[config.mk]
export PLATFORM = sky130hd
export DESIGN_NAME = vlb_fit_cell
export DESIGN_NICKNAME = d
export VERILOG_FILES = /design/src/rtl/vlb_pkg.sv /design/src/rtl/vlb_fit_cell.sv
export SDC_FILE = /design/constraint.sdc
export NUM_CORES = 1
export LEC_CHECK = 0
export ABC_AREA = 0
export BUFFER_PORTS_ARGS = -buffer_cell sky130_fd_sc_hd__buf_4
export CAP_MARGIN = 20
export CORE_AREA = 2 2 280 282
export CTS_BUF_LIST = sky130_fd_sc_hd__clkbuf_2 sky130_fd_sc_hd__clkbuf_4 sky130_fd_sc_hd__clkbuf_8
export DETAILED_ROUTE_END_ITERATION = 12
export DIE_AREA = 0 0 282 284
export SLEW_MARGIN = 0
export SYNTH_ARGS = -nofsm -noshare
export SYNTH_HDL_FRONTEND = slang
export SYNTH_SLANG_ARGS = --single-unit
[constraint.sdc]
create_clock -name clk -period 8.66 [get_ports clk]
set_clock_uncertainty 0.15 [all_clocks]
set_input_delay 0.433 -clock clk [delete_from_list [all_inputs] [get_ports clk]]
set_output_delay 0.433 -clock clk [all_outputs]
set_load 0.05 [all_outputs]
[src/rtl/vlb_pkg.sv]
// Shared types and constants for the voxel level binning block.
// No dependencies.
package vlb_pkg;

  localparam int MAX_LEVELS_DEF = 8;
  localparam int LVL_W  = 4;   // holds a level count up to 15
  localparam int QW     = 10;  // widest cell index the parameter range allows
  localparam int AXES   = 3;

  localparam logic [2:0] REG_MIN_X    = 3'd0;
  localparam logic [2:0] REG_MIN_Y    = 3'd1;
  localparam logic [2:0] REG_MIN_Z    = 3'd2;
  localparam logic [2:0] REG_EXT_X    = 3'd3;
  localparam logic [2:0] REG_EXT_Y    = 3'd4;
  localparam logic [2:0] REG_EXT_Z    = 3'd5;
  localparam logic [2:0] REG_LEVELS   = 3'd6;

  typedef struct packed {
    logic                          vld;
    logic [15:0]                   tag;
    logic signed [33:0]            longest;
    logic [30:0]                   axis_ext;
    logic [LVL_W-1:0]              levels;
    logic [34:0]                   fit_min;
    logic [LVL_W-1:0]              best;
    logic [AXES-1:0][31:0]         e2;
    logic [AXES-1:0][33:0]         rem;
    logic [AXES-1:0][QW-1:0]       q;
    logic [AXES-1:0]               sat;
    logic [AXES-1:0]               zero;
  } item_t;

endpackage

[src/rtl/vlb_fit_cell.sv]
// One level of the fit search: compares this level's voxel fit with the best so far.
// Depends on vlb_pkg.
module vlb_fit_cell #(
  parameter int IDX = 0
) (
  input  logic          clk,
  input  logic          rst_n,
  input  logic          en,
  input  vlb_pkg::item_t d_in,
  output vlb_pkg::item_t d_out
);
  import vlb_pkg::*;

  item_t              d_r, d_nxt;
  logic [30:0]        voxel;
  logic signed [34:0] diff;
  logic [34:0]        fit;

  always_comb begin
    voxel = d_in.axis_ext >> IDX;
    diff  = $signed({4'b0, voxel}) - 35'(d_in.longest);
    fit   = diff[34] ? 35'(-diff) : 35'(diff);
    d_nxt = d_in;
    if (LVL_W'(IDX) < d_in.levels && (IDX == 0 || fit < d_in.fit_min)) begin
      d_nxt.fit_min = fit;
      d_nxt.best    = LVL_W'(IDX);
    end
  end

  always_ff @(posedge clk) begin
    if (!rst_n) begin
      d_r.vld <= 1'b0;
    end else if (en) begin
      d_r <= d_nxt;
    end
  end

  assign d_out = d_r;
endmodule

After elaboration in Yosys (flattened, before gate mapping)
Index checks and enable logic that the tools add are counted.
- reductions and logical operators: 1
- magnitude comparators: 1
- muxes and demuxes: 2
- add/subtract/negate cells: 2
- operators with widths (cell ; number):
    39-bit two-way mux ; 1
    35-bit two-way mux ; 1
    35-bit negator ; 1
    32-bit by 34-bit subtractor with 35-bit output ; 1
    1-bit by 4-bit less-than comparator with 1-bit output, first input constant ; 1
    2-bit AND reduction ; 1
- bits in registers: 359
- output and inout port bits: 359
- word-level logic and storage cells: 24
- input port bits: 362

Logic depth before layout (Yosys ltp)
- word-level depth: 4
- gate-level depth with buffers: 15
- mapped depth without buffers: 13

Least setup slack after synthesis
Ideal clock, no wire load.
- path kind: input port to flip-flop
- start: input en
- end: register d_r (netlist bit d_out[0]) (enable)
- buffers on the path: 0
- arrival: 8.492 ns
- data required time: 7.745 ns
- cell stages on the path: 1
- slack: -0.747 ns
- path through: and2_1
- word-level cells in the longest chain between the ends: 1
- ends and longest elaborated chain (item ; RTL line ; text):
    start: declaration ; vlb_fit_cell.sv:8 ; input logic en,
    2-bit AND reduction (no line) ; n/a ;
    end signal: assignment ; vlb_fit_cell.sv:34 ; d_r <= d_nxt;
    end: declaration ; vlb_fit_cell.sv:14 ; item_t d_r, d_nxt;
No other way between the ends.
A chain may end at the register's enable or synchronous reset.

==> out/summary.txt <==
Clk_lat worst skew: 0.62 ns
Total Power: 5.299 mW
CP Data Required Time: 8.91 ns
Vias in the first global route: 13,620
Number of synthesized flops with an enable pin: 358
Initial antenna violation count: 28
Largest net degree at the start of global routing: 158
Placed Instances: 2,650
Post-place setup slack: 4.063 ns
Slowest stage delay, CP: 0.80 ns
DRC violations left: 0
Setup crit start kind: input pin
Asr flop ratio synth: 0
Leak: 10.58 nW
Crit path from: d_in[277]
CORE AREA: 0.07696 mm²
GR Overflow Total: 0
Final hold vios: 0
Yosys top cell area share: 0.7505
Fmax: 0.2239 GHz
# IOs: 721
Mapped Cells: 908
Max-cap violations: 0
Routed via count: 12,870
Post-Layout Cell Count: 3,150
Dpl cell area: 0.02100 mm²
Most common cell in the netlist: edfxtp_1
Net Count, Synth: 1,303
CTS clk-pin slew, worst paths: 0.06 ns
Port bufs: 720
CTS resizes: 0
Final period util: 0.5156
HPWL after DPL: 57,510 µm
Post-layout util: 0.3391
Antenna Nets Post-Route: 0
Yosys warning total: 0
Sum of negative setup slack: 0 ns
Setup violators final: 0
Synth top area cells: edfxtp_1 (75%), ha_1 (2.8%), a21oi_1 (1.9%)
Hold Crit Start: d_in[264]
Yosys cell types: 87
Slew Limit Fails: 0
Tmin final: 4.465 ns
Max VDD drop: 0.1068 mV
Endpoint class of the critical path: flip-flop
Crit-path slowest cell: o21bai_2
Worst Slack Setup Final: 4.195 ns
Post CTS Setup Buffer Count: 0
Syn avg cell area: 15.78 µm²
Kind of critical path: in2reg
Crit Reg-Reg Startpoint: d_out[358]$_SDFFE_PN0P_
CP max FO: 20
Power density cells: 203.0 mW/mm²
Register area share after synthesis: 0.7519
RSZ-0062 raised after global routing: false
H-tree depth: 3
Final nets: 2,437
Crit path DAT: 4.71 ns
RePlAce Congestion: 0.8632
Final hold slack: 0.04690 ns
Die area: 0.08009 mm²
CP Cell Sequence: dlygate4sd3_1 -> buf_4 -> inv_1 -> ha_1 -> fa_1 -> nor2b_4 -> o31ai_2 -> a211o_1 -> a311oi_2 -> or2_2 -> a31oi_1 -> o21bai_2 -> a41oi_1 -> xnor2_1 -> mux2_2
Most frequent cells after synthesis: edfxtp_1 (358), nand2_1 (70), a21oi_1 (53)
First-pass GRT wire length: 101,200 µm
Max reg flops: 359
Iter 0 DRT Violations: 677
Die Span Y: 284 µm
Vias/cell: 4.084
Die X: 282 µm
Slew Limit Headroom: 0.2627
Routed wire per std cell: 23.99 µm
Clk buf depth: 3
Area grow syn2layout: 82.21%
Initial Util: 0.1861
Pre-Repair DR Iteration Count: 7
Num rows: 102
Fraction of layout cells with a size suffix above 1: 0.4170
Clock Sinks: 359
Leading area contributor after synthesis: edfxtp_1
DRT Wirelength: 75,550 µm
GRT Util Overall: 0.1794
Seq cells post-synth: 359
Fin area: 0.02610 mm²
Main synth FF type: edfxtp_1
Root Driver: clkbuf_8
TritonCTS clock tree: yes
CTS buffer count: 72
Worst-margin pin slew: 1.106 ns
Worst hold path type: in2reg
Synth Cell Area: 0.01432 mm²
Status: finished, final reports clean
-- cells by family after synthesis --
logic type | count (synthesis) | synth area share
AO/OA/AOI/OAI | 189 | 0.09058
XOR/XNOR | 47 | 0.02874
adder cells (fa/ha/maj) | 33 | 0.02935
buffers and inverters | 63 | 0.01773
flip-flops | 359 | 0.7519
multiplexers | 7 | 0.005328
AND/OR/NAND/NOR | 210 | 0.07635
-- final timing paths --
check / cells past startpoint / slack (ns) / to
worst max-delay path: 15 / 4.19 / d_out[265]$_DFFE_PP_
worst min-delay path: 3 / 0.05 / d_out[264]$_DFFE_PP_
worst max register to register: 3 / 7.27 / d_out[358]$_SDFFE_PN0P_
worst min register to register: 3 / 1.01 / d_out[358]$_SDFFE_PN0P_
-- layout make-up --
class | count | area (µm²)
multi-input combinational | 486 | 3312
sequential | 359 | 10770
timing repair buffer | 1085 | 9054
antenna | 14 | 35.03
inverter | 38 | 142.6
clock inverter | 31 | 286.5
tap | 1040 | 1301
clock buffer | 97 | 1197
fill | 7527 | 50860
-- timing repair --
action,in CTS,in global routing
endpoints found under the setup margin,0,0
endpoints found under the hold margin,357,0
hold buffers,358,0
-- per-layer routing --
layer | vias up | track usage | part of all wire
met5 | - | 0 | 0.0024
met4 | 28 | 0.1012 | 0.056
met3 | 151 | 0.06183 | 0.086
met2 | 591 | 0.3078 | 0.49
met1 | 6310 | 0.1908 | 0.36
li1 | 5785 | - | -
-- critical path, delay by kind of cell --
kind / cells / cell delay [ns]
AO/OA/AOI/OAI: 6 / 2.03
XOR/XNOR: 1 / 0.19
adder cells (fa/ha/maj): 2 / 0.70
buffers and inverters: 3 / 0.69
multiplexers: 1 / 0.26
AND/OR/NAND/NOR: 2 / 0.40
-- cells in the final DEF (no fill, tap or decap), types with 9 or more instances in the layout --
cell type      count
dlygate4sd3_1    358
o211ai_1           9
and2_1            15
nor3_1            11
ha_1              32
inv_1             38
diode_2           14
nand4_1           11
clkbuf_4          22
buf_4            726
clkinv_1          12
xnor2_1           28
o21ai_1            9
edfxtp_1         358
nand3_1           13
clkbuf_8          75
nor2_1            40
xor2_1            19
a21o_1             9
a21oi_1           53
nand2_1           70
o21ai_0           47
-- where the power goes --
group	switching [mW]	internal (mW)	total [mW]
Sequential	0.0446	2.07	2.11
Combinational	0.851	0.477	1.33
Clock	0.829	1.03	1.86
Total	1.72	3.58	5.30
(Power assumes the default switching activity.)
