==> config.mk <==
export PLATFORM = sky130hd
export DESIGN_NAME = vlb_div_cell
export DESIGN_NICKNAME = d
export VERILOG_FILES = /design/src/rtl/vlb_pkg.sv /design/src/rtl/vlb_div_cell.sv
export SDC_FILE = /design/constraint.sdc
export NUM_CORES = 1
export LEC_CHECK = 0
export CORE_AREA = 10 10 271 273
export DETAILED_ROUTE_END_ITERATION = 6
export DIE_AREA = 0 0 281 283
export DONT_BUFFER_PORTS = 1
export PLACE_DENSITY_LB_ADDON = 0.15
export SLEW_MARGIN = 20
export SYNTH_ARGS = -nofsm -noshare
export SYNTH_HDL_FRONTEND = slang
export SYNTH_SLANG_ARGS = --single-unit
==> constraint.sdc <==
create_clock -name clk -period 12.25 [get_ports clk]
set_input_delay 2.45 -clock clk [delete_from_list [all_inputs] [get_ports clk]]
set_output_delay 2.45 -clock clk [all_outputs]
set_load 0.02 [all_outputs]
==> src/rtl/vlb_pkg.sv <==
// Shared types and constants for the voxel level binning block.
// No dependencies.
package vlb_pkg;

  localparam int MAX_LEVELS_DEF = 8;
  localparam int LVL_W  = 4;   // holds a level count up to 15
  localparam int QW     = 10;  // widest cell index the parameter range allows
  localparam int AXES   = 3;

  localparam logic [2:0] REG_MIN_X    = 3'd0;
  localparam logic [2:0] REG_MIN_Y    = 3'd1;
  localparam logic [2:0] REG_MIN_Z    = 3'd2;
  localparam logic [2:0] REG_EXT_X    = 3'd3;
  localparam logic [2:0] REG_EXT_Y    = 3'd4;
  localparam logic [2:0] REG_EXT_Z    = 3'd5;
  localparam logic [2:0] REG_LEVELS   = 3'd6;

  typedef struct packed {
    logic                          vld;
    logic [15:0]                   tag;
    logic signed [33:0]            longest;
    logic [30:0]                   axis_ext;
    logic [LVL_W-1:0]              levels;
    logic [34:0]                   fit_min;
    logic [LVL_W-1:0]              best;
    logic [AXES-1:0][31:0]         e2;
    logic [AXES-1:0][33:0]         rem;
    logic [AXES-1:0][QW-1:0]       q;
    logic [AXES-1:0]               sat;
    logic [AXES-1:0]               zero;
  } item_t;

endpackage

==> src/rtl/vlb_div_cell.sv <==
// One quotient bit of the cell index division on all three axes.
// Depends on vlb_pkg.
module vlb_div_cell #(
  parameter int IDX = 0
) (
  input  logic          clk,
  input  logic          rst_n,
  input  logic          en,
  input  vlb_pkg::item_t d_in,
  output vlb_pkg::item_t d_out
);
  import vlb_pkg::*;

  item_t       d_r, d_nxt;
  logic [34:0] r2 [AXES];
  logic        ge [AXES];

  always_comb begin
    d_nxt = d_in;
    for (int a = 0; a < AXES; a++) begin
      r2[a] = {d_in.rem[a], 1'b0};
      ge[a] = r2[a] >= {3'b0, d_in.e2[a]};
      if (LVL_W'(IDX) < d_in.best) begin
        d_nxt.rem[a] = ge[a] ? 34'(r2[a] - {3'b0, d_in.e2[a]}) : 34'(r2[a]);
        d_nxt.q[a]   = {d_in.q[a][QW-2:0], ge[a]};
      end
    end
  end

  always_ff @(posedge clk) begin
    if (!rst_n) begin
      d_r.vld <= 1'b0;
    end else if (en) begin
      d_r <= d_nxt;
    end
  end

  assign d_out = d_r;
endmodule
# ---- After elaboration in Yosys (flattened, before gate mapping)
# Cells that the tools add are included.
dict set report word_totals {
  register_bits 359
  out_inout_bits 359
}
dict set report classes {
  n_addsub 3
  order_cmp 4
  mux 9
  n_reduce_logical 1
}
# operator count
set op_table {}
lappend op_table {{2-to-1 mux 34 bit} 6}
lappend op_table {{greater-or-equal comparator 35 x 32 -> 1 bit} 3}
lappend op_table {{subtractor 34 x 32 -> 34 bit} 3}
lappend op_table {{2-to-1 mux 10 bit} 3}
lappend op_table {{< comparator 1 x 4 -> 1 bit, first input constant} 1}
lappend op_table {{AND reduction 2 bit} 1}

# ---- Logic depth before layout (Yosys ltp)
# Gate-level depths: netlist of run 1.
dict set report logic_depth {
  depth_word 3
  ltp_mapped 14
  depth_no_buf 11
}

# ---- Worst setup path after synthesis of run 1
# Ideal clock, no wire load.
dict set report synth_path {
  path_type {input -> register}
  startpoint {input en}
  endpoint {register d_r, in the netlist d_out[0] (enable)}
  setup_ps 765
  t_arrival_ps 10509
  required_ps 11485
  path_slack_ps 976
  path_stages 1
  n_path_buf 0
  path_cell_list {and2_1}
}
dict set report synth_between {
  elab_chain_cells 1
}
# element line_no
set synth_lines {}
lappend synth_lines {{from (decl)} vlb_div_cell.sv:8} ;# input logic en,
lappend synth_lines {{AND reduction 2 bit (no source line)} n/a}
lappend synth_lines {{to (signal assigned)} vlb_div_cell.sv:34} ;# d_r <= d_nxt;
lappend synth_lines {{to (decl)} vlb_div_cell.sv:14} ;# item_t d_r, d_nxt;
# No other way between the ends.
# A chain may end at the register's enable or synchronous reset.

==> tab_implementation.tex, run 1 <==
\begin{tabular}{lr}
\hline
Metric & Value \\
\hline
\multicolumn{2}{l}{\textbf{Placement}} \\
Pre-CTS WS & $\sim$6.2 ns \\
Post-placement cell area & between 15000 and 20000 um2 \\
Quantity of I/O buffers inserted on ports & 0 \\
Estimated wirelength of the detail-placed design & about 55000 um \\
Gpl congestion & 0.840 \\
\multicolumn{2}{l}{\textbf{Clocking}} \\
Deepest clock path buffer count & 3 \\
Worst skew pair latency & about 0.57 ns \\
Number of gates resized after cts & 0 \\
Cell at the root of the clock tree & clkbuf\_16 \\
Number of buffers inserted by hold repair at cts & 0 \\
H-tree depth reported by CTS & 2 \\
Number of sinks handled by clock tree synthesis & 359 \\
Number of buffers created by CTS & 43 \\
Clock transition at the registers of the reported paths & roughly 0.07 ns \\
CTS tree & yes \\
Post-CTS Setup Repair Bufs & 0 \\
\multicolumn{2}{l}{\textbf{Logic synthesis}} \\
Biggest area contributors in the synthesized netlist & edfxtp\_1 (57\%), ha\_1 (6.3\%), a21oi\_1 (5.4\%) \\
Prevailing post-synth register cell & edfxtp\_1 \\
Syn nets & 2168 \\
Most area-hungry cell type in the Yosys netlist & edfxtp\_1 \\
Avg Synthesized Cell Area & 11.1 um2 \\
Count of different cell masters after synthesis & 77 \\
Fraction of synthesis flops using an asynchronous set or reset pin & 0\% \\
Syn. warnings & 0 \\
EDFF count, synth & 358 \\
Post-synthesis instance total & roughly 1700 \\
Area fraction of the dominant cell type after synthesis & between 50\% and 60\% \\
Summed instance area of the synthesized netlist & roughly 19000 um2 \\
Post-synthesis sequential area ratio & a little under three fifths \\
Post-synth top cells & edfxtp\_1 (358), a21oi\_1 (205), nand2\_1 (163) \\
FF+latch count, synth & roughly 360 \\
Most common cell in the netlist & edfxtp\_1 \\
\multicolumn{2}{l}{\textbf{Worst setup path}} \\
Chain of cells forming the critical path & inv\_1 > ha\_1 > a21oi\_1 > a21bo\_1 > a31oi\_4 > a2111o\_1 > a31oi\_2 > o41ai\_2 > a31oi\_4 > buf\_4 > nor2\_2 > a221o\_1 \\
Worst Path Max Fanout & 29 \\
Slowest cell delay on critical path & 0.46 ns \\
Slowest cell on crit path & buf\_4 \\
Reg-to-reg slack, setup & 11.51 ns \\
Arrival time of data at the critical path endpoint & around 5.7 ns \\
Family of cells with the greatest summed delay on the critical path & compound AO/OA/AOI/OAI gates \\
WP buf/inv & 2 \\
Crit path kind & in -> reg \\
Crit path top cell by count & a31oi\_4 \\
Nature of the critical path startpoint & input pin \\
Type of element capturing the critical path & flip-flop \\
Data required time of the worst path & between 10 and 15 ns \\
\multicolumn{2}{l}{\textbf{STA}} \\
Count of endpoints failing setup in the final report & 0 \\
Setup repair after global routing missed its margin & false \\
Worst slew slack as a fraction of its limit & approximately a third \\
Final Hold Violating Endpoints & 0 \\
Pins Over Slew Limit & 0 \\
Achievable clock frequency & between 0.15 and 0.2 GHz \\
Post-Route Skew & 0 ns \\
Aggregate negative setup slack & 0 ns \\
Final cycle utilization of the critical path & 44.1\% \\
Min Tclk post-route & between 5 and 6 ns \\
Fin worst setup slack & slightly below 7 ns \\
Slew at the pin closest to its max-slew limit & just over 1 ns \\
\multicolumn{2}{l}{\textbf{Outcome}} \\
Status & completed \\
\multicolumn{2}{l}{\textbf{Detailed routing}} \\
Final wirelength & a little under 70000 um \\
Detail-routed via count per cell & 5.01 \\
Detailed router's first-iteration violation count & approximately 910 \\
Vias after detailed routing & roughly 13000 \\
Antenna-violating nets left & 0 \\
Detailed-route DRC error count & 0 \\
Mean routed wirelength per cell & about 26 um \\
First-pass iteration count of the detailed router & 5 \\
\multicolumn{2}{l}{\textbf{Floorplanning}} \\
Die Footprint & around 80000 um2 \\
Overall die height & approximately 280 um \\
Width of the die & $\sim$280 um \\
Row Count & 96 \\
Area of the placeable core & about 68000 um2 \\
Number of placed I/O pins & between 700 and 800 \\
Starting density of the core & around 28\% \\
\multicolumn{2}{l}{\textbf{Cells and area}} \\
Layout area overhead & 12.4\% \\
Antenna diodes & 0 \\
Post-layout net count & approximately 2200 \\
Filler Cell Count & roughly 6900 \\
Final design instance area without fill & about 21000 um2 \\
Share of cells above drive strength 1 & 5.96\% \\
Number of flip-flops under the largest register name & 359 \\
\multicolumn{2}{l}{\textbf{Global route}} \\
Total grt overflow & 0 \\
Initial antenna violation count & 1 \\
Largest net degree at the start of global routing & between 70 and 80 \\
Wire length of the first global-routing pass & 96200 um \\
Total routing usage reported by global routing & approximately 16\% \\
Vias in the first global route & about 13000 \\
\multicolumn{2}{l}{\textbf{Pwr}} \\
Cell leakage power & between 0.007 and 0.008 uW \\
VDD IR-drop max & $\sim$0.000081 V \\
Overall power after layout & $\sim$3400 uW \\
Power per Cell Area & 161 nW/um2 \\
\multicolumn{2}{l}{\textbf{Flow run}} \\
Number of max-capacitance violations reported & 0 \\
\multicolumn{2}{l}{\textbf{Hold path}} \\
Class of the tightest hold or removal check & reg -> reg \\
\hline
\end{tabular}
## path summary, 6_finish.rpt
path | from | to | cells past startpoint
setup / recovery | d_in[140] | d_out[67] | 12
hold / removal | d_out[358] | d_out[358] | 2
setup reg to reg | d_out[358] | d_out[358] | 2
hold reg to reg | d_out[358] | d_out[358] | 2
## layout by cell type (no fill, tap or decap), types with 32 or more instances in the layout
cell       netlist  routed
xnor2_1         43      43
edfxtp_1       358     358
nor2_1         158     158
inv_1          119     119
ha_1            96      96
xor2_1          32      32
nand2_1        163     163
a21oi_1        205     205
mux2i_1         35      35
clkbuf_16        0      43
o21ai_0         67      67
a21o_1          39      39
## worst register-to-register path, cell delays in order, from the launching register on
cell	delay, ns
dfxtp_1	0.45
mux2i_1	0.11
nor2b_1	0.12
## per-layer routing
metal | GRT usage (%) | wire, um
met5 | 0 | 13
met4 | 3.98 | 1460
met3 | 7.23 | 7300
met2 | 30.1 | 36000
met1 | 16.5 | 24000
## logic make-up (layout without fill, tap and decap cells)
logic type,Yosys count,after routing,share of synthesized area [%]
simple gates,479,479,11.6
fa+ha+maj,99,99,6.66
compound gates,467,467,15.5
mux,37,37,1.97
flops,359,359,56.9
xor+xnor,75,75,3.47
buf+inv,191,211,3.98
## cell type report
cell class	count	area, um2	area share [%]
Clock buffer	51	1120	5.24
Timing Repair Buffer	13	97.6	0.459
Inverter	119	447	2.10
Clock inverter	28	305	1.43
Sequential cell	359	10800	50.6
Tap cell	882	1100	5.18
Multi-Input combinational cell	1157	7440	35.0
## stage by stage
step / util, % / hold WS, ns / std cells
after detailed placement: 29.2 / 0.634 / 2530
after CTS: 31.3 / 0.643 / 2609
after floorplan: - / 0.589 / 1707
after global placement: 29.2 / 0.615 / 2530
after global routing: 31.3 / 0.665 / 2609
final: 31.3 / 0.639 / 2609
## where the power goes
group	internal [uW]	switching (uW)
Clock	747	545
Sequential	1490	182
Combinational	188	281
Total	2420	1010
Power figures use the tool's default switching activity.
==> inputs of run 2 (changes only) <==
clock period = 5.4 ns   (was 12.25 ns; I/O delays follow)
==> run 2 against run 1 <==
Final cell count is essentially flat. Combinational power grew 130%. Routed wire length shrank 1.1%. Sequential share of layout area shrank 0.14 points. First-iteration DRC count shrank 17%. Clock-buffer cell count shrank 2. Clock power grew 130%. Clock skew is the same. Setup slack lost 5.3 ns. Power grew 130%. Design area grew 0.28%. Critical endpoint is now d_out[105]. Largest cell class unchanged. Highest routed layer is now met4.
==> tab_implementation.tex, run 2 (synthesized netlist as in run 1, its figures left out) <==
\begin{tabular}{lr}
\hline
Metric & Value \\
\hline
\multicolumn{2}{l}{\textbf{Clocking}} \\
Clock transition at the registers of the reported paths & 0.06 ns (about the same) \\
Deepest clock path buffer count & 3 (unchanged) \\
H-tree depth reported by CTS & 2 (unchanged) \\
Number of buffers inserted by hold repair at cts & 0 (unchanged) \\
Cell at the root of the clock tree & clkbuf\_16 \\
Post-CTS Setup Repair Bufs & 0 (unchanged) \\
Number of gates resized after cts & 0 (unchanged) \\
Number of sinks handled by clock tree synthesis & 359 (unchanged) \\
Number of buffers created by CTS & 42 (-2.3\%) \\
Worst skew pair latency & 0.57 ns (about the same) \\
CTS tree & yes \\
\multicolumn{2}{l}{\textbf{STA}} \\
Post-Route Skew & 0 ns (unchanged) \\
Count of endpoints failing setup in the final report & 0 (unchanged) \\
Pins Over Slew Limit & 0 (unchanged) \\
Worst slew slack as a fraction of its limit & 37.2\% (+5.0 points) \\
Setup repair after global routing missed its margin & false \\
Achievable clock frequency & approximately 0.26 GHz \\
Slew at the pin closest to its max-slew limit & 0.941 ns (-0.0744 ns) \\
Final cycle utilization of the critical path & 71.5\% \\
Aggregate negative setup slack & 0 ns (unchanged) \\
Min Tclk post-route & 3.86 ns \\
Final Hold Violating Endpoints & 0 (unchanged) \\
\multicolumn{2}{l}{\textbf{Cells and area}} \\
Post-layout net count & 2152 (-0.093\%) \\
Highest-count cells in the layout ignoring fill and taps & edfxtp\_1 (358), a21oi\_1 (205), nand2\_1 (163), nor2\_1 (158), inv\_1 (119) \\
Number of flip-flops under the largest register name & 359 (unchanged) \\
Antenna diodes & 0 (unchanged) \\
Share of cells above drive strength 1 & 5.97\% (+0.0069 points) \\
Most frequent standard cell in the layout excluding fill and tap cells & edfxtp\_1 \\
Layout area overhead & 12.7\% \\
\multicolumn{2}{l}{\textbf{Worst setup path}} \\
Reg-to-reg slack, setup & 4.61 ns (-6.90 ns) \\
Data required time of the worst path & 5.67 ns (-6.91 ns) \\
Crit path kind & in -> reg \\
Capture instance of the worst register-to-register path & d\_out[358] \\
Worst Path Max Fanout & 29 (unchanged) \\
Arrival time of data at the critical path endpoint & 4.13 ns (-1.61 ns) \\
Launch point of the worst reg-to-reg path & d\_out[358] \\
Nature of the critical path startpoint & input pin \\
Type of element capturing the critical path & flip-flop \\
Number of cells on the worst reg-to-reg path & 2 (unchanged) \\
\multicolumn{2}{l}{\textbf{Floorplanning}} \\
Die Footprint & 79500 um2 (unchanged) \\
Overall die height & 283 um (unchanged) \\
Row Count & 96 (unchanged) \\
Area of the placeable core & 68100 um2 (unchanged) \\
Number of placed I/O pins & 721 (unchanged) \\
Starting density of the core & 27.8\% (unchanged) \\
Width of the die & 281 um (unchanged) \\
\multicolumn{2}{l}{\textbf{Hold path}} \\
Class of the tightest hold or removal check & in -> reg \\
Origin of the worst min-delay path & d\_in[146] \\
Cell depth of the worst hold path & 0 (-2) \\
WHS Endpoint & d\_out[146] \\
\multicolumn{2}{l}{\textbf{Placement}} \\
Estimated wirelength of the detail-placed design & 54500 um (-0.75\%) \\
Quantity of I/O buffers inserted on ports & 0 (unchanged) \\
Gpl congestion & 0.822 (-2.2\%) \\
\multicolumn{2}{l}{\textbf{Pwr}} \\
Overall power after layout & 7850 uW (+130\%) \\
Power per Cell Area & 368 nW/um2 (+130\%) \\
VDD IR-drop max & 0.000182 V (+120\%) \\
Cell leakage power & 0.00798 uW (+0.32\%) \\
\multicolumn{2}{l}{\textbf{Global route}} \\
Total routing usage reported by global routing & 16.1\% (-0.20 points) \\
Vias in the first global route & 13100 (+0.50\%) \\
Wire length of the first global-routing pass & 95500 um (-0.75\%) \\
Total grt overflow & 0 (unchanged) \\
Initial antenna violation count & 2 (+1) \\
Largest net degree at the start of global routing & 105 (+33\%) \\
\multicolumn{2}{l}{\textbf{Detailed routing}} \\
Detailed router's first-iteration violation count & 759 (-17\%) \\
Detailed-route DRC error count & 0 (unchanged) \\
First-pass iteration count of the detailed router & 5 (unchanged) \\
Detail-routed via count per cell & 5.02 (+0.25\%) \\
Final wirelength & 68000 um (-1.1\%) \\
Antenna-violating nets left & 0 (unchanged) \\
Vias after detailed routing & 13100 (+0.17\%) \\
Mean routed wirelength per cell & 26.1 um (-1.0\%) \\
\multicolumn{2}{l}{\textbf{Outcome}} \\
Status & completed \\
\multicolumn{2}{l}{\textbf{Flow run}} \\
Number of max-capacitance violations reported & 0 (unchanged) \\
\hline
\end{tabular}
==> run 2: cell types whose count changed in the layout (fill, tap and decap cells not counted) <==
cell       change
buf_12         +4
bufinv_16      +3
inv_16         -1
clkbuf_8       -1
clkinv_2       +2
clkinv_1       -2
clkbuf_16      -1
inv_6          +3
clkinv_4       -3
clkinv_8       -1
buf_4          -5
==> run 2: area by class of cell <==
cell class                      count  area (um2)
Timing Repair Buffer               12         140
Clock inverter                     29         362
Clock buffer                       49        1080
Inverter                          119         447
Sequential cell                   359       10800
Multi-Input combinational cell   1157        7440
Fill cell                        6925       46800
Tap cell                          882        1100
==> run 2: metrics by stage <==
step	setup WS, ns	instance area, um2	instances	hold WS (ns)	util (%)
detailed placement	0.939	19900	2529	0.677	29.2
global placement	0.968	19900	2529	0.667	29.2
finish	1.54	21300	2607	0.605	31.3
global route	1.26	21300	2607	0.556	31.3
CTS	1.54	21300	2607	0.552	31.3
floorplan	1.39	18900	1707	0.589	-
==> run 2: worst max path at each step <==
stage | startpoint | to | depth (start not counted)
after global routing | d_in[203] | d_out[105] | 11
after CTS | d_in[203] | d_out[105] | 11
after global placement | d_in[140] | d_out[38] | 12
after detailed placement | d_in[203] | d_out[105] | 11
after floorplan | rst_n | d_out[0] | 1
final | d_in[203] | d_out[105] | 11
==> run 2: critical path: stages <==
cell and delay (ns):
inv_1 0.05, ha_1 0.29, nor2b_1 0.16, o31ai_2 0.25, a21oi_1 0.18, o41a_1 0.50
a21oi_1 0.35, o31a_2 0.58, buf_4 0.36, mux2i_1 0.20, o21ai_0 0.09
==> run 2: report_power, final <==
part           switching [uW]  total, uW  internal, uW
clock                    1210       2990          1780
sequential                411       3790          3380
combinational             645       1070           429
==> run 2: metal layers <==
| metal | GRT usage (%) | up-vias | part of all wire, % |
|---|---|---|---|
| met5 | 0 | - | 0 |
| met2 | 29.7 | 518 | 52 |
| met3 | 7.26 | 86 | 11 |
| met4 | 4.85 | 0 | 2.8 |
| li1 | - | 6254 | - |
| met1 | 15.9 | 6236 | 35 |
